===== config.mk =====
export PLATFORM = sky130hd
export DESIGN_NAME = bitmap_buddy_block_allocator
export DESIGN_NICKNAME = d
export VERILOG_FILES = /design/src/rtl/core/bbba_pkg.sv /design/src/rtl/core/bbba_front.sv /design/src/rtl/core/bbba_queue.sv /design/src/rtl/core/bbba_back.sv /design/src/rtl/core/bitmap_buddy_block_allocator.sv
export SDC_FILE = /design/constraint.sdc
export NUM_CORES = 1
export LEC_CHECK = 0
export BUFFER_PORTS_ARGS = -buffer_cell sky130_fd_sc_hd__clkbuf_2
export CAP_MARGIN = 20
export CORE_ASPECT_RATIO = 0.6
export CORE_MARGIN = 2
export CORE_UTILIZATION = 50
export DETAILED_ROUTE_END_ITERATION = 7
export GPL_TIMING_DRIVEN = 1
export PLACE_DENSITY = 0.7
export SLEW_MARGIN = 20
export SYNTH_ARGS = -nofsm -noshare
export SYNTH_HDL_FRONTEND = slang
export SYNTH_HIERARCHICAL = 1
export SYNTH_SLANG_ARGS = --single-unit

===== constraint.sdc =====
create_clock -name clock -period 20.1 [get_ports clock]
set_input_delay 4.02 -clock clock [delete_from_list [all_inputs] [get_ports clock]]
set_output_delay 4.02 -clock clock [all_outputs]
set_load 0.005 [all_outputs]

===== src/rtl/core/bbba_pkg.sv =====
// Shared types and constants for the bitmap buddy block allocator.
// Depends on nothing; imported by every module under rtl/core.
package bbba_pkg;

   localparam int NumBlocks       = 32;
   localparam int MaxRun          = 16;
   localparam int DefBlockBytes   = 16;
   localparam int QueueDepth      = 2;
   localparam int NumLevels       = 4;

   localparam logic [31:0] PatLevel0 = 32'h5555_5555;
   localparam logic [31:0] PatLevel1 = 32'h3333_3333;
   localparam logic [31:0] PatLevel2 = 32'h0F0F_0F0F;
   localparam logic [31:0] PatLevel3 = 32'h00FF_00FF;
   localparam logic [31:0] PatHalf   = 32'h0000_FFFF;

   typedef enum logic [1:0] {
      STATUS_OK        = 2'd0,
      STATUS_NO_SPACE  = 2'd1,
      STATUS_BAD_SIZE  = 2'd2,
      STATUS_NOT_ALLOC = 2'd3
   } status_type;

   typedef enum logic {
      MODE_ALLOC = 1'b0,
      MODE_FREE  = 1'b1
   } mode_type;

   typedef struct packed {
      logic       mode;
      logic [8:0] size_bytes;
      logic [4:0] start_block;
   } req_type;

   typedef struct packed {
      logic [1:0]  status;
      logic [4:0]  granted_block;
      logic [8:0]  byte_offset;
      logic [31:0] free_map_out;
   } rsp_type;

   // Classified request as held in the queue
   typedef struct packed {
      mode_type    mode;
      logic        size_ok;
      logic [2:0]  level;
      logic [15:0] run_mask;
      logic [4:0]  start_block;
   } cmd_type;

   // Queue handshake towards the front end
   typedef struct packed {
      logic push;
   } q_ctrl_type;

endpackage


===== src/rtl/core/bbba_front.sv =====
// Front end: works out block count, run mask, level and size check of a request.
// Depends on bbba_pkg.
module bbba_front #(
   parameter int BLOCK_BYTES = bbba_pkg::DefBlockBytes
) (
   input  bbba_pkg::req_type req,
   output bbba_pkg::cmd_type cmd
);
   import bbba_pkg::*;

   logic [MaxRun-1:0] thr;     // thr[k]: more than k blocks needed
   logic              too_big;

   // thermometer of ceil(size / BLOCK_BYTES) against constant thresholds
   always_comb begin
      for (int k = 0; k < MaxRun; k++) begin
         thr[k] = ({23'd0, req.size_bytes} > 32'(k * BLOCK_BYTES));
      end
      too_big = ({23'd0, req.size_bytes} > 32'(MaxRun * BLOCK_BYTES));
   end

   always_comb begin
      cmd.mode        = mode_type'(req.mode);
      cmd.size_ok     = thr[0] && !too_big;
      cmd.run_mask    = thr;
      cmd.start_block = req.start_block;
      if (thr[8]) begin
         cmd.level = 3'd4;
      end else if (thr[4]) begin
         cmd.level = 3'd3;
      end else if (thr[2]) begin
         cmd.level = 3'd2;
      end else if (thr[1]) begin
         cmd.level = 3'd1;
      end else begin
         cmd.level = 3'd0;
      end
   end

endmodule


===== src/rtl/core/bbba_queue.sv =====
// Short command queue between front and back end; back end drains every cycle.
// Depends on bbba_pkg.
module bbba_queue (
   input  logic                 clock,
   input  logic                 reset,
   input  bbba_pkg::q_ctrl_type ctrl_in,
   input  bbba_pkg::cmd_type    push_cmd,
   output logic                 full,
   output logic                 pop_valid,
   output bbba_pkg::cmd_type    pop_cmd
);
   import bbba_pkg::*;

   localparam int PtrW = (QueueDepth > 1) ? $clog2(QueueDepth) : 1;
   localparam int CntW = $clog2(QueueDepth + 1);

   cmd_type         entry_ff [QueueDepth];
   logic [PtrW-1:0] wr_ptr_ff, wr_ptr_in;
   logic [PtrW-1:0] rd_ptr_ff, rd_ptr_in;
   logic [CntW-1:0] count_ff, count_in;
   logic            pop;

   assign pop       = (count_ff != '0);
   assign pop_valid = pop;
   assign pop_cmd   = entry_ff[rd_ptr_ff];
   assign full      = (count_ff == CntW'(QueueDepth));

   always_comb begin
      wr_ptr_in = wr_ptr_ff;
      rd_ptr_in = rd_ptr_ff;
      if (ctrl_in.push) begin
         wr_ptr_in = (wr_ptr_ff == PtrW'(QueueDepth - 1)) ? '0 : wr_ptr_ff + 1'b1;
      end
      if (pop) begin
         rd_ptr_in = (rd_ptr_ff == PtrW'(QueueDepth - 1)) ? '0 : rd_ptr_ff + 1'b1;
      end
      count_in = count_ff + CntW'(ctrl_in.push) - CntW'(pop);
   end

   always_ff @(posedge clock) begin
      if (reset) begin
         wr_ptr_ff <= '0;
         rd_ptr_ff <= '0;
         count_ff  <= '0;
      end else begin
         wr_ptr_ff <= wr_ptr_in;
         rd_ptr_ff <= rd_ptr_in;
         count_ff  <= count_in;
      end
   end

   always_ff @(posedge clock) begin
      if (ctrl_in.push) begin
         entry_ff[wr_ptr_ff] <= push_cmd;
      end
   end

endmodule


===== src/rtl/core/bbba_back.sv =====
// Back end: holds the free map, picks a start, updates the map, registers result.
// Depends on bbba_pkg.
module bbba_back #(
   parameter int BLOCK_BYTES = bbba_pkg::DefBlockBytes
) (
   input  logic              clock,
   input  logic              reset,
   input  logic              cmd_valid,
   input  bbba_pkg::cmd_type cmd,
   output logic              rsp_strobe,
   output bbba_pkg::rsp_type rsp
);
   import bbba_pkg::*;

   localparam logic [31:0] Pat [NumLevels] = '{PatLevel0, PatLevel1, PatLevel2, PatLevel3};

   logic [31:0] free_map_ff, free_map_in;
   logic        strobe_ff;
   rsp_type     rsp_ff, rsp_in;

   logic [31:0] lvl [NumLevels+1];
   logic [31:0] g;
   logic [31:0] cand;
   logic [31:0] narrowed;
   logic [31:0] low_bit;
   logic [4:0]  pick;
   logic [4:0]  shift;
   logic [31:0] range;
   logic [31:0] prod;

   // aligned all-free runs per level
   always_comb begin
      lvl[0] = free_map_ff;
      for (int i = 0; i < NumLevels; i++) begin
         g          = lvl[i] & (lvl[i] >> (1 << i)) & Pat[i];
         lvl[i + 1] = g | (g << (1 << i));
      end
   end

   // prefer runs inside partly used larger groups
   always_comb begin
      cand = lvl[cmd.level];
      for (int i = 0; i < NumLevels; i++) begin
         narrowed = cand & ~lvl[i + 1];
         if ((3'(i) >= cmd.level) && (narrowed != '0)) begin
            cand = narrowed;
         end
      end
      low_bit = cand & (~cand + 32'd1);
      pick[4] = (low_bit & PatHalf) == '0;
      pick[3] = (low_bit & PatLevel3) == '0;
      pick[2] = (low_bit & PatLevel2) == '0;
      pick[1] = (low_bit & PatLevel1) == '0;
      pick[0] = (low_bit & PatLevel0) == '0;
   end

   always_comb begin
      shift = (cmd.mode == MODE_FREE) ? cmd.start_block : pick;
      range = {16'd0, cmd.run_mask} << shift;
      prod  = 32'(pick) * 32'(BLOCK_BYTES);

      free_map_in          = free_map_ff;
      rsp_in.status        = STATUS_OK;
      rsp_in.granted_block = '0;
      rsp_in.byte_offset   = '0;
      if (!cmd.size_ok) begin
         rsp_in.status = STATUS_BAD_SIZE;
      end else if (cmd.mode == MODE_ALLOC) begin
         if (cand == '0) begin
            rsp_in.status = STATUS_NO_SPACE;
         end else begin
            free_map_in          = free_map_ff & ~range;
            rsp_in.granted_block = pick;
            rsp_in.byte_offset   = prod[8:0];
         end
      end else begin
         if ((free_map_ff & range) != '0) begin
            rsp_in.status = STATUS_NOT_ALLOC;
         end
         free_map_in = free_map_ff | range;
      end
      rsp_in.free_map_out = free_map_in;
   end

   always_ff @(posedge clock) begin
      if (reset) begin
         free_map_ff <= '1;
         strobe_ff   <= 1'b0;
      end else begin
         strobe_ff <= cmd_valid;
         if (cmd_valid) begin
            free_map_ff <= free_map_in;
         end
      end
   end

   always_ff @(posedge clock) begin
      if (cmd_valid) begin
         rsp_ff <= rsp_in;
      end
   end

   assign rsp_strobe = strobe_ff;
   assign rsp        = rsp_ff;

endmodule


===== src/rtl/core/bitmap_buddy_block_allocator.sv =====
// Top level of the bitmap buddy block allocator: front end, queue, back end.
// Depends on bbba_pkg, bbba_front, bbba_queue and bbba_back.
//
//  channel   ports                       direction  transfer
//  request   start, busy, req_item       in         start high while busy low
//  response  rsp_strobe, rsp_item        out        one cycle pulse, no back-pressure
//
// A request is classified on entry (block count, run mask, level, size check)
// and written to a two-deep queue. The back end takes one queued request per
// cycle: pick and map update in that cycle, response out of a register in the
// cycle after, so the sustained rate is one request per cycle, set by the
// free-map update.
// busy is the queue full flag; as the back end drains every cycle it stays low.
// Synchronous reset sets every block free.
module bitmap_buddy_block_allocator #(
   parameter int BLOCK_BYTES = bbba_pkg::DefBlockBytes
) (
   input  logic              clock,
   input  logic              reset,
   input  logic              start,
   output logic              busy,
   input  bbba_pkg::req_type req_item,
   output logic              rsp_strobe,
   output bbba_pkg::rsp_type rsp_item
);
   import bbba_pkg::*;

   cmd_type    front_cmd;
   cmd_type    queued_cmd;
   q_ctrl_type q_ctrl;
   logic       q_full;
   logic       q_valid;

   bbba_front #(.BLOCK_BYTES(BLOCK_BYTES)) u_front (
      .req (req_item),
      .cmd (front_cmd)
   );

   // request accepted when start meets a free queue slot
   assign q_ctrl.push = start && !q_full;
   assign busy        = q_full;

   bbba_queue u_queue (
      .clock     (clock),
      .reset     (reset),
      .ctrl_in   (q_ctrl),
      .push_cmd  (front_cmd),
      .full      (q_full),
      .pop_valid (q_valid),
      .pop_cmd   (queued_cmd)
   );

   bbba_back #(.BLOCK_BYTES(BLOCK_BYTES)) u_back (
      .clock      (clock),
      .reset      (reset),
      .cmd_valid  (q_valid),
      .cmd        (queued_cmd),
      .rsp_strobe (rsp_strobe),
      .rsp        (rsp_item)
   );

endmodule

## After elaboration in Yosys (flattened, before gate mapping)

Memory sizes are Yosys's and may differ from the RTL's. A register that Yosys moved wholly into a read port is not among the register bits.
Cells that the tools add are included.

| word-level totals | value |
|---|---|
| register bits after elaboration | 80 |
| memory bits (writable) | 52 |
| input bits | 18 |
| memories | 1 |

| operators by class | value |
|---|---|
| add/subtract/negate cells | 5 |
| order comparisons | 22 |
| eq/ne operators | 1 |
| shifts and indexed selects | 1 |
| mux-type cells | 24 |
| bitwise logic cells | 24 |
| reductions and logical operators | 22 |

Memories:

| memory | words | bits a word | rd ports | clocked after Yosys merged registers in | wr ports | line | RTL |
|---|---|---|---|---|---|---|---|
| u_queue.entry_ff | 2 | 26 | 1 | 1 | 1 | bbba_queue.sv:17 | `cmd_type entry_ff [QueueDepth];` |

Operators with widths:

| cell | count |
|---|---|
| two-way mux 32 bit | 9 |
| AND 32 bit | 6 |
| zero test 32 bit | 6 |
| inverter 32 bit | 5 |
| nonzero test 32 bit | 5 |
| binary-select mux 32 bit (select 3 bit) | 1 |
| > comparator 9 x 8 -> 1 bit, second input constant | 8 |
| AND 31 bit | 2 |
| > comparator 9 x 7 -> 1 bit, second input constant | 4 |
| OR 24 x 32 -> 32 bit | 1 |
| OR 28 x 32 -> 32 bit | 1 |
| OR 30 x 32 -> 32 bit | 1 |
| OR 31 x 32 -> 32 bit | 1 |
| OR 32 bit | 1 |
| << shifter 16 x 5 -> 32 bit | 1 |
| adder 31 x 1 -> 31 bit, second input constant | 1 |
| inverter 31 bit | 1 |
| AND 30 bit | 1 |
| AND 28 bit | 1 |
| AND 24 bit | 1 |
| > comparator 9 x 6 -> 1 bit, second input constant | 2 |
| > comparator 9 x 1 -> 1 bit, second input constant | 1 |
| > comparator 9 x 5 -> 1 bit, second input constant | 1 |
| > comparator 9 bit, second input constant | 1 |
| other kinds (18) | 37 |

## Longest topological paths before layout

Gate-level depths: netlist (run 1).

| logic depth | value |
|---|---|
| depth in word-level cells | 38 |
| depth in mapped cells | 29 |
| gate-level depth less buffers | 21 |

## Hierarchy

The synthesis (run 1) kept the hierarchy.

By module, submodules not included:

| module | instances | cells each | area an instance (um^2) | seq. area each (um^2) |
|---|---|---|---|---|
| bbba_back | 1 | 1118 | 8262.9 | 1831.8 |
| bbba_queue | 1 | 102 | 2188.3 | 1661.6 |
| bbba_front | 1 | 57 | 336.6 | 0.0 |
| bitmap_buddy_block_allocator | 1 | 1 | 13.8 | 0.0 |

## Worst setup path before layout (run 1)

OpenSTA, ideal clock, no wires.

| timing path | value |
|---|---|
| path type | register to register |
| start point | register with a tool-made name |
| end point | register u_back.rsp_ff (netlist bit u_back/rsp[46]) (data pin) |
| arrival | 6.158 ns |
| data required time | 19.826 ns |
| setup slack | 13.668 ns |
| stages on the path, launching flop included | 26 |
| path buffers | 4 |
| clock period less this slack | 6.432 ns |
| cells stage by stage | dfxtp_1 > buf_6 > buf_12 > mux2_4 > buf_2 > and2b_1 > nand3_1 > o2111a_1 > o41a_1 > nor4_4 > o21ai_1 > a21o_1 > a32oi_1 > nand3_2 > a31oi_4 > a31oi_1 > a2111o_1 > o21a_1 > buf_6 > mux2_1 > a2bb2o_1 > nor3_1 > a2111o_1 > or4_1 > nor4_2 > a31oi_1 |

RTL lines:

| what | line | RTL |
|---|---|---|
| to (signal assigned) | bbba_back.sv:99 | `rsp_ff <= rsp_in;` |
| to (decl) | bbba_back.sv:19 | `rsp_type rsp_ff, rsp_in;` |

==> results of run 1 <==
[per-layer routing]
metal | share of wire (%) | track usage [%] | vias up
met5 | 0 | 0 | -
met1 | 47 | 58.71 | 5410
met3 | 17 | 17.51 | 62
met2 | 35 | 42.79 | 1006
li1 | - | - | 4917
met4 | 1.2 | 6.345 | 0
[worst paths after layout]
check | from | to | slack [ps]
max | flip-flop | u_back/rsp[46]$_SDFFCE_PN0P_ | 10740
min | u_queue/rd_ptr_ff$_SDFFE_PP0P_ | u_queue/rd_ptr_ff$_SDFFE_PP0P_ | 550
max reg2reg | flip-flop | u_back/rsp[46]$_SDFFCE_PN0P_ | 10740
min reg2reg | u_queue/rd_ptr_ff$_SDFFE_PP0P_ | u_queue/rd_ptr_ff$_SDFFE_PP0P_ | 550
[layout make-up]
type / instances / area share, %
Multi-Input combinational cell: 1009 / 56.68
Sequential cell: 129 / 29.84
Timing Repair Buffer: 84 / 4.041
Clock buffer: 19 / 3.699
Tap cell: 279 / 2.982
Clock inverter: 13 / 1.988
Inverter: 24 / 0.7696
[sequential cells by signal, summed over array words and instances (netlist names), named ones only]
name / cells
u_back/free_map_ff: 32
u_queue/entry_ff: 52
u_back/rsp_strobe: 1
u_queue/wr_ptr_ff: 1
u_back/rsp: 39
u_queue/count_ff: 2
u_queue/rd_ptr_ff: 1
[cells by family (layout without fill, tap and decap cells)]
kind of cell	count (synthesis)	in the layout	synth area share, %
other	1	4	0.03472
adders and majority gates	7	7	0.6718
AOI/OAI and AO/OA	488	488	32.47
muxes	54	54	6.533
buffers and inverters	143	140	6.429
xor gates and xnor gates	4	4	0.3244
and+or+nand+nor	452	452	21.20
DFF	129	129	32.34
[cell usage after synthesis, drive strengths merged (21+ instances only)]
cell type,instances
o21ai,128
nand2,120
nor2,117
edfxtp,91
a21oi,71
clkbuf,60
buf,59
mux2,39
dfxtp,38
nand3,38
nor3,28
a211o,26
nor2b,25
inv,24
a31oi,21
o22ai,21
[worst max-delay path, delay by kind of cell (launching register included)]
family	cells	cell delay, ps
AO/OA/AOI/OAI	14	5130
multiplexers	1	390
flip-flops	1	390
AND/OR/NAND/NOR	6	2420
buffers and inverters	2	690
[per-stage QoR]
stage | hold slack [ps] | worst slack, ps
after global routing | 600.2 | 10540
final | 549.4 | 10740
after CTS | 551.4 | 11190
after detailed placement | 541.2 | 11210
after global placement | 529.9 | 11200
after floorplan | 498.3 | 13670
[power by group through the flow]
stage	Combinational, W	Clock, W	Sequential (W)
after global placement	0.00156	0	0.000369
after floorplan	0.00107	0	0.000351
after CTS	0.00153	0.000353	0.000364
after detailed placement	0.00152	0	0.000369
after global routing	0.00171	0.000366	0.000369
final	0.00164	0.000350	0.000366
[placed cells by master (no fill, tap or decap), types with 8 or more instances in the layout]
cell type	instances
inv_1	22
nand2b_1	16
a221oi_1	8
edfxtp_1	91
nand4_1	16
a22oi_1	13
o21ai_0	116
nand2_1	120
mux2_2	16
nor2b_1	23
a21o_1	12
o221ai_1	11
dfxtp_1	38
buf_4	21
mux2i_1	12
clkbuf_16	17
nor3_1	27
o31ai_1	8
and3_1	10
a31oi_1	20
clkbuf_2	63
nor2_1	116
mux2_4	21
and2_1	15
a21oi_1	69
o211ai_1	16
or3_1	8
nand3_1	37
or2_2	9
o22ai_1	21
a211o_1	26
o21ai_1	10
a211oi_1	19
o21a_1	11
==> impl_metrics.csv, run 1 <==
group,metric,value,unit
critical_path,arrival,9510,ps
cells_and_area,design_area,0.01171,mm^2
clock_tree,cts_buffers,17,
floorplan,rows,41,
sta,tightest_slew,1049,ps
sta,clock.fmax,106.8,MHz
clock_tree,clockBufferDepth,2,
clock_tree,worstSkewPairLatency,420,ps
critical_path,critical_path.cell_chain,"buf_4 -> mux2_2 -> buf_4 -> or2_1 -> or3_1 -> o2111a_1 -> o41ai_4 -> nand4_1 -> a21oi_1 -> a32o_2 -> a211oi_1 -> a21boi_1 -> nor2_1 -> a31oi_1 -> o21ai_0 -> o211a_1 -> o21ai_0 -> a211oi_1 -> a32o_1 -> a2111o_1 -> or4_1 -> nor4_2 -> a31oi_1",
global_route,antenna_found_initial,0,
min_path,hp-class,"reg -> reg",
critical_path,cpMaxStageDelayCell,"o21ai_0",
logic_synthesis,yosysTopAreaCell,"edfxtp_1",
critical_path,cp-end-kind,"flip-flop",
drt,drc,0,
pwr,comb_power_share,69.6,%
clock_tree,clock-sinks,129,
run_status,outcome,"completed",
drt,route.detailed.wl_per_inst,27.79,um
cells_and_area,num_antenna_cells,0,
min_path,whs_path_depth,2,
critical_path,slowest_delay,840,ps
logic_synthesis,synthFlopType,"edfxtp_1",
sta,maxSlewHeadroom,30.09,%
placed_design,numPlacedInstances,1525,
clock_tree,ctsResizeCount,0,
sta,finalHoldViolCount,0,
logic_synthesis,netlist_area,0.01080,mm^2
cells_and_area,seqCellArea,0.003493,mm^2
drt,post_drt_via_cell_ratio,7.319,
floorplan,core,0.02108,mm^2
logic_synthesis,synth.top_cell.area_share,25.30,%
pwr,power,0.002359,W
sta,setup_viol,0,
sta,final.setup.tns,0,ps
cells_and_area,syn2layout_area_growth,8.363,%
global_route,grt_pass1_vias,9810,
logic_synthesis,synth_area_per_cell,8.452,um^2
critical_path,ff2ff_path_depth,23,
logic_synthesis,syn_inst,1278,
logic_synthesis,synth.area.top_cells,"edfxtp_1, dfxtp_1, o21ai_0, nand2_1, nor2_1",
sta,post-route-period-util,46.59,%
clock_tree,holdBufCountCts,0,
clock_tree,cts_max_level,4,
placed_design,hpwl,32710,um
critical_path,crit_type,"reg -> reg",
clock_tree,cts_tree,"yes",
global_route,grt_pass1_wl,63380,um
floorplan,die_h,117.9,um
drt,routed_wl,43270,um
cells_and_area,multiInputGateArea,0.006634,mm^2
pwr,leakage,4.274,nW
pwr,pwr_density_cell,201.6,mW/mm^2
pwr,p_switching,0.001285,W
placed_design,post_dp_cell_area,0.01104,mm^2
critical_path,critical_path.startpoint_type,"flip-flop",
clock_tree,post-cts-setup-buffers,0,
cells_and_area,nFillCells,1907,
drt,drtIter0Drc,1843,
cells_and_area,layout-drive-gt1-share,16.51,%
cells_and_area,fin_util,55.52,%
global_route,grt_usage,36.75,%
cells_and_area,nets,1284,
pwr,swShare,54.45,%
pwr,clockPowerShare,14.8,%
global_route,grt_overflow,0,
placed_design,gp_congestion,1.083,
critical_path,worstPathMaxFanout,49,
flow_run,drv_cap,0,
cells_and_area,finalNonFillerCells,1557,
pwr,seq_power_share,15.5,%
logic_synthesis,yosysSeqAreaShare,32.34,%
sta,min_period,9365,ps
pwr,power.internal,0.001075,W
placed_design,portBuffers,63,
pwr,ir_worst_vdd,97.12,uV
logic_synthesis,ys_warn_count,6,
drt,vias,11400,
logic_synthesis,synth-edff-count,91,
critical_path,crit_required,20250,ps
logic_synthesis,async_reset_ff_share,0,%
floorplan,io-pin-count,68,
sta,skew,8.950,ps
floorplan,die-width,193.8,um
logic_synthesis,ys_types,110,
clock_tree,path_clk_slew,60,ps
floorplan,fp.dieArea,0.02283,mm^2
drt,firstDrtPassIters,6,
global_route,grt_max_degree,91,
floorplan,floorplan.initialDensity,51.23,%
sta,rsz0062_at_grt,"false",
clock_tree,cts-root-buf,"clkbuf_16",
logic_synthesis,synth-seq-cells,129,
sta,drv_slew,0,
drt,ant_nets,0,
(Power assumes the default switching activity.)
==> run 2: changes to the inputs <==
PLACE_DENSITY = 0.72   (was 0.7)
clock period = 7.55 ns   (was 20.1 ns; I/O delays follow)
==> impl_metrics.csv, run 2 (same netlist as run 1, synthesis figures left out) <==
group,metric,value,unit
clock_tree,cts_buffers,17,
placed_design,numPlacedInstances,1664,
sta,post-route-period-util,100.4,%
cells_and_area,nets,1434,
clock_tree,holdBufCountCts,0,
clock_tree,cts_max_level,4,
critical_path,arrival,7730,ps
drt,route.detailed.wl_per_inst,28.77,um
floorplan,fp.dieArea,0.02283,mm^2
sta,drv_slew,0,
sta,min_period,7577,ps
floorplan,core,0.02108,mm^2
floorplan,rows,41,
global_route,grt_usage,41.53,%
placed_design,post_dp_cell_area,0.01211,mm^2
cells_and_area,multiInputGateArea,0.006728,mm^2
min_path,whs_path_depth,2,
pwr,p_switching,0.003747,W
critical_path,r2r_end,"u_back/rsp[46]$_SDFFCE_PN0P_",
sta,finalHoldViolCount,0,
clock_tree,path_clk_slew,60,ps
global_route,grt_max_degree,91,
cells_and_area,design_area,0.01295,mm^2
min_path,hp-class,"reg -> reg",
sta,holdWs,581.8,ps
run_status,outcome,"finished with violations",
floorplan,die_h,117.9,um
sta,setup_viol,1,
cells_and_area,seqCellArea,0.003493,mm^2
sta,tightest_slew,1030,ps
cells_and_area,finalNonFillerCells,1708,
pwr,clockPowerShare,12.3,%
cells_and_area,layout-drive-gt1-share,26.61,%
placed_design,gp_congestion,1.088,
floorplan,floorplan.initialDensity,51.23,%
sta,maxSlewHeadroom,30.59,%
pwr,leakage,4.999,nW
pwr,pwr_density_cell,563.2,mW/mm^2
global_route,grt_pass1_vias,10820,
sta,setup_slack,-26.53,ps
critical_path,r2r_start,"u_back/free_map_ff[29]$_SDFFE_PP1P_",
cells_and_area,nFillCells,1827,
floorplan,io-pin-count,68,
pwr,ir_worst_vdd,345.4,uV
run_status,violations,"design-rule violations, negative setup slack",
pwr,comb_power_share,74.2,%
drt,firstDrtPassIters,8,
placed_design,portBuffers,63,
critical_path,worst-r2r-setup-slack,-30,ps
cells_and_area,largest_register,"u_queue/entry_ff",
clock_tree,clockBufferDepth,2,
clock_tree,cts_tree,"yes",
min_path,hold_path.startpoint,"u_queue/rd_ptr_ff$_SDFFE_PP0P_",
min_path,worstHoldEndpoint,"u_queue/rd_ptr_ff$_SDFFE_PP0P_",
placed_design,hpwl,37700,um
critical_path,crit_required,7700,ps
flow_run,drv_cap,0,
drt,routed_wl,49130,um
drt,vias,12240,
critical_path,ff2ff_path_depth,21,
cells_and_area,final_common_cell,"buf_4",
global_route,antenna_found_initial,1,
critical_path,cp-end-kind,"flip-flop",
pwr,seq_power_share,13.5,%
pwr,power.internal,0.003545,W
cells_and_area,syn2layout_area_growth,19.85,%
global_route,grt_pass1_wl,70660,um
sta,final.setup.tns,-26.53,ps
critical_path,critical_path.startpoint_type,"flip-flop",
floorplan,die-width,193.8,um
drt,ant_nets,0,
cells_and_area,largest_reg_flops,52,
sta,skew,11.84,ps
drt,drtIter0Drc,2216,
sta,clock.fmax,132.0,MHz
global_route,grt_overflow,0,
drt,drc,1,
drt,post_drt_via_cell_ratio,7.168,
pwr,swShare,51.38,%
critical_path,worstPathMaxFanout,13,
clock_tree,worstSkewPairLatency,430,ps
cells_and_area,final_cell_mix,"buf_4, nand2_1, nor2_1, o21ai_0, edfxtp_1",
clock_tree,clock-sinks,129,
clock_tree,cts-root-buf,"clkbuf_16",
critical_path,crit_type,"reg -> reg",
[run 2: cell types whose count changed in the layout (fill, tap and decap cells not counted), moves of 3 or more]
cell / change
clkbuf_8: +3
a41oi_2: +3
a41oi_1: -3
buf_4: +147
clkinvlp_4: +3
clkbuf_16: +3
bufinv_16: -4
[run 2: through the flow]
| step | util, % | setup slack (ps) | power, W |
|---|---|---|---|
| floorplan | - | 1118 | 0.003774 |
| global placement | 57.43 | -185.6 | 0.005965 |
| detailed placement | 57.43 | -162.4 | 0.005945 |
| CTS | 60.61 | 49.99 | 0.006883 |
| global route | 61.39 | -14.03 | 0.007494 |
| finish | 61.40 | -26.53 | 0.007292 |
[run 2: power groups by stage]
stage               Combinational, W  Sequential (W)  Clock [W]
floorplan                    0.00284        0.000935          0
global placement             0.00498        0.000988          0
detailed placement           0.00495        0.000991          0
CTS                          0.00500        0.000978   0.000900
global route                 0.00557        0.000990   0.000933
finish                       0.00541        0.000986   0.000898
[run 2: area by class of cell]
class                   instances  share of cell area (%)
clock inverters                 9                  0.8698
multi-input cells            1009                   51.97
well taps                     279                   2.696
inverters                      24                  0.7345
clock buffers                  23                   4.185
flip-flops and latches        129                   26.98
repair buffers                234                   12.54
diodes                          1                 0.01933
[run 2: worst max path at each step]
stage,from,end,slack [ps]
floorplan,flip-flop,u_back/rsp[46]$_SDFFCE_PN0P_,1120
global placement,flip-flop,u_back/rsp[46]$_SDFFCE_PN0P_,-190
detailed placement,flip-flop,u_back/rsp[47]$_SDFFCE_PN1P_,-160
CTS,flip-flop,u_back/rsp[46]$_SDFFCE_PN0P_,50
global route,flip-flop,u_back/rsp[47]$_SDFFCE_PN1P_,-10
finish,u_back/free_map_ff[29]$_SDFFE_PP1P_,u_back/rsp[46]$_SDFFCE_PN0P_,-30
[run 2: layer usage]
| metal | part of all wire, % | routed length [um] | track usage, % |
|---|---|---|---|
| met2 | 35 | 17270 | 48.95 |
| met1 | 44 | 21570 | 62.68 |
| met5 | 0.53 | 262 | 1.089 |
| met3 | 19 | 9408 | 25.62 |
| met4 | 1.3 | 616 | 5.534 |
[run 2: what timing repair did]
item | 4_1_cts | 5_1_grt
gates resized for setup | 4 | 16
pin swaps | 0 | 5
setup endpoints to repair | 6 | 45
endpoints found under the hold margin | 0 | 0
setup buffers | 0 | 10
[run 2: worst max-delay path: stages, from the launching register on]
cell,delay [ps]
dfxtp_1,820
and4_1,480
nand4_1,260
nor3_2,460
o21a_1,320
nor4_4,80
buf_4,170
buf_4,170
o21ai_0,800
o31a_1,530
nor4b_1,100
o32a_1,390
nor2_1,190
o211ai_1,150
buf_4,220
nand3_1,290
o221ai_2,270
and4_1,290
a2111o_1,370
or4_1,410
nor4_2,350
a31oi_1,150
==> run 3: changes to the inputs <==
CORE_UTILIZATION = 45   (was 50)
PLACE_DENSITY = 0.66   (was 0.72)
RECOVER_POWER = 50   (was default)
==> impl_metrics.csv, run 3 (same netlist as run 1, synthesis figures left out) <==
group,metric,value,unit
run_status,outcome,"finished with violations",
run_status,violations,"max-capacitance violations, max-slew violations",
drt,vias,11920,
drt,ant_nets,0,
sta,setup_viol,0,
clock_tree,worstSkewPairLatency,440,ps
global_route,grt_pass1_vias,10330,
critical_path,critical_path.startpoint_type,"flip-flop",
critical_path,r2r_end,"u_back/rsp[47]$_SDFFCE_PN1P_",
critical_path,worst-r2r-setup-slack,70,ps
critical_path,r2r_start,"u_back/free_map_ff[15]$_SDFFE_PP1P_",
sta,tightest_slew,4363,ps
min_path,hold_path.startpoint,"u_queue/wr_ptr_ff$_SDFFE_PP0P_",
cells_and_area,design_area,0.01297,mm^2
pwr,comb_power_share,74.8,%
floorplan,die_h,124.0,um
pwr,seq_power_share,13.5,%
sta,rsz0062_at_grt,"false",
critical_path,slowest_delay,720,ps
critical_path,arrival,7650,ps
global_route,antenna_found_initial,1,
cells_and_area,final_cell_mix,"buf_4, nand2_1, nor2_1, o21ai_0, edfxtp_1",
min_path,whs_path_depth,2,
cells_and_area,nets,1440,
pwr,power,0.007221,W
cells_and_area,largest_reg_flops,52,
critical_path,ff2ff_path_depth,24,
placed_design,hpwl,37830,um
sta,min_period,7480,ps
critical_path,crit_type,"reg -> reg",
cells_and_area,syn2layout_area_growth,20.06,%
min_path,hp-class,"reg -> reg",
clock_tree,cts-root-buf,"clkbuf_16",
floorplan,io-pin-count,68,
pwr,pwr_density_cell,556.8,mW/mm^2
cells_and_area,nFillCells,2186,
drt,drc,0,
drt,drtIter0Drc,1839,
floorplan,fp.dieArea,0.02530,mm^2
sta,skew,10.15,ps
flow_run,drv_cap,3,
critical_path,cp_common_cell,"buf_4",
critical_path,worstPathMaxFanout,15,
sta,finalHoldViolCount,0,
global_route,grt_overflow,0,
pwr,p_switching,0.003692,W
floorplan,floorplan.initialDensity,46.26,%
global_route,grt_max_degree,91,
floorplan,die-width,204.0,um
drt,post_drt_via_cell_ratio,6.806,
sta,maxSlewHeadroom,-190.9,%
floorplan,rows,43,
cells_and_area,final_common_cell,"buf_4",
floorplan,core,0.02335,mm^2
pwr,ir_worst_vdd,241.8,uV
critical_path,crit_required,7720,ps
cells_and_area,layout-drive-gt1-share,25.24,%
clock_tree,cts_buffers,17,
sta,final.setup.tns,0,ps
pwr,power.internal,0.003529,W
clock_tree,holdBufCountCts,0,
global_route,grt_pass1_wl,69930,um
drt,route.detailed.wl_per_inst,27.69,um
placed_design,portBuffers,63,
clock_tree,path_clk_slew,60,ps
drt,firstDrtPassIters,6,
critical_path,cpMaxStageDelayCell,"or4_4",
placed_design,post_dp_cell_area,0.01226,mm^2
placed_design,gp_congestion,1.165,
clock_tree,clock-sinks,129,
critical_path,critical_path.cell_chain,"nand4_2 -> or4_4 -> o21ai_4 -> o41ai_4 -> buf_4 -> buf_4 -> a41oi_2 -> o22ai_1 -> a32o_2 -> a211o_1 -> o21ai_4 -> a21oi_1 -> a311o_1 -> a2111o_1 -> o21a_1 -> buf_12 -> buf_4 -> mux2_2 -> a22oi_1 -> o31a_1 -> o22ai_1 -> or4_1 -> nor4_2 -> a31oi_1",
critical_path,cp-end-kind,"flip-flop",
drt,routed_wl,48480,um
sta,drv_slew,145,
clock_tree,cts_tree,"yes",
clock_tree,cts_max_level,4,
min_path,worstHoldEndpoint,"u_queue/wr_ptr_ff$_SDFFE_PP0P_",
clock_tree,clockBufferDepth,2,
sta,holdWs,563.9,ps
sta,post-route-period-util,99.07,%
pwr,leakage,4.962,nW
pwr,clockPowerShare,11.7,%
sta,clock.fmax,133.7,MHz
cells_and_area,largest_register,"u_queue/entry_ff",
global_route,grt_usage,38.44,%
pwr,swShare,51.13,%
## run 3: worst max path at each step
stage	from	endpoint	slack, ps	cells past startpoint
floorplan	flip-flop	u_back/rsp[46]$_SDFFCE_PN0P_	1120	25
global placement	flip-flop	u_back/rsp[46]$_SDFFCE_PN0P_	130	21
detailed placement	flip-flop	u_back/rsp[47]$_SDFFCE_PN1P_	160	24
CTS	flip-flop	u_back/rsp[47]$_SDFFCE_PN1P_	110	24
global route	u_back/free_map_ff[21]$_SDFFE_PP1P_	u_back/rsp[47]$_SDFFCE_PN1P_	20	24
finish	u_back/free_map_ff[15]$_SDFFE_PP1P_	u_back/rsp[47]$_SDFFCE_PN1P_	70	24
## run 3: cell type report
class / count / area, um^2 / share of cell area (%)
multi-input cells: 1009 / 6740 / 51.97
flip-flops and latches: 129 / 3496 / 26.96
repair buffers: 240 / 1644 / 12.68
clock buffers: 26 / 490.5 / 3.782
well taps: 315 / 394.1 / 3.039
clock inverters: 6 / 105.1 / 0.8104
inverters: 24 / 93.84 / 0.7236
diodes: 2 / 5.005 / 0.03859
## run 3: repair_timing
| item | CTS | global route |
|---|---|---|
| resized for setup | 0 | 23 |
| hold endpoints to repair | 0 | 0 |
| buffers inserted | 0 | 3 |
| setup endpoints to repair | 0 | 60 |
## run 3: power groups by stage
stage | sequential [W] | clock, W | combinational (W)
CTS | 0.000966 | 0.000857 | 0.00504
global placement | 0.000978 | 0 | 0.00508
finish | 0.000972 | 0.000846 | 0.00540
floorplan | 0.000935 | 0 | 0.00284
detailed placement | 0.000978 | 0 | 0.00501
global route | 0.000980 | 0.000886 | 0.00561
## run 3: routing by layer
| layer | vias to the layer above | wire length (um) | global-route usage [%] | share of wire (%) |
|---|---|---|---|---|
| li1 | 5226 | - | - | - |
| met1 | 5721 | 22540 | 59.54 | 46 |
| met2 | 898 | 16790 | 44.71 | 35 |
| met3 | 67 | 8290 | 19.91 | 17 |
| met4 | 6 | 581 | 6.703 | 1.2 |
| met5 | - | 274 | 4.167 | 0.57 |
## run 3: per-stage QoR
stage | instances | utilization [%] | setup slack, ps
2_1_floorplan | 1281 | - | 1118
3_3_place_gp | 1714 | 52.50 | 127.8
3_5_place_dp | 1714 | 52.50 | 158.2
4_1_cts | 1746 | 55.05 | 111.8
5_1_grt | 1749 | 55.52 | 17.82
6_report | 1751 | 55.54 | 70.17
## run 3: worst max-delay path: cells and delay by family (launching register included)
kind	cells	cell delay, ps
compound gates	15	3550
buf+inv	4	670
flops	1	630
mux	1	320
simple gates	4	2000
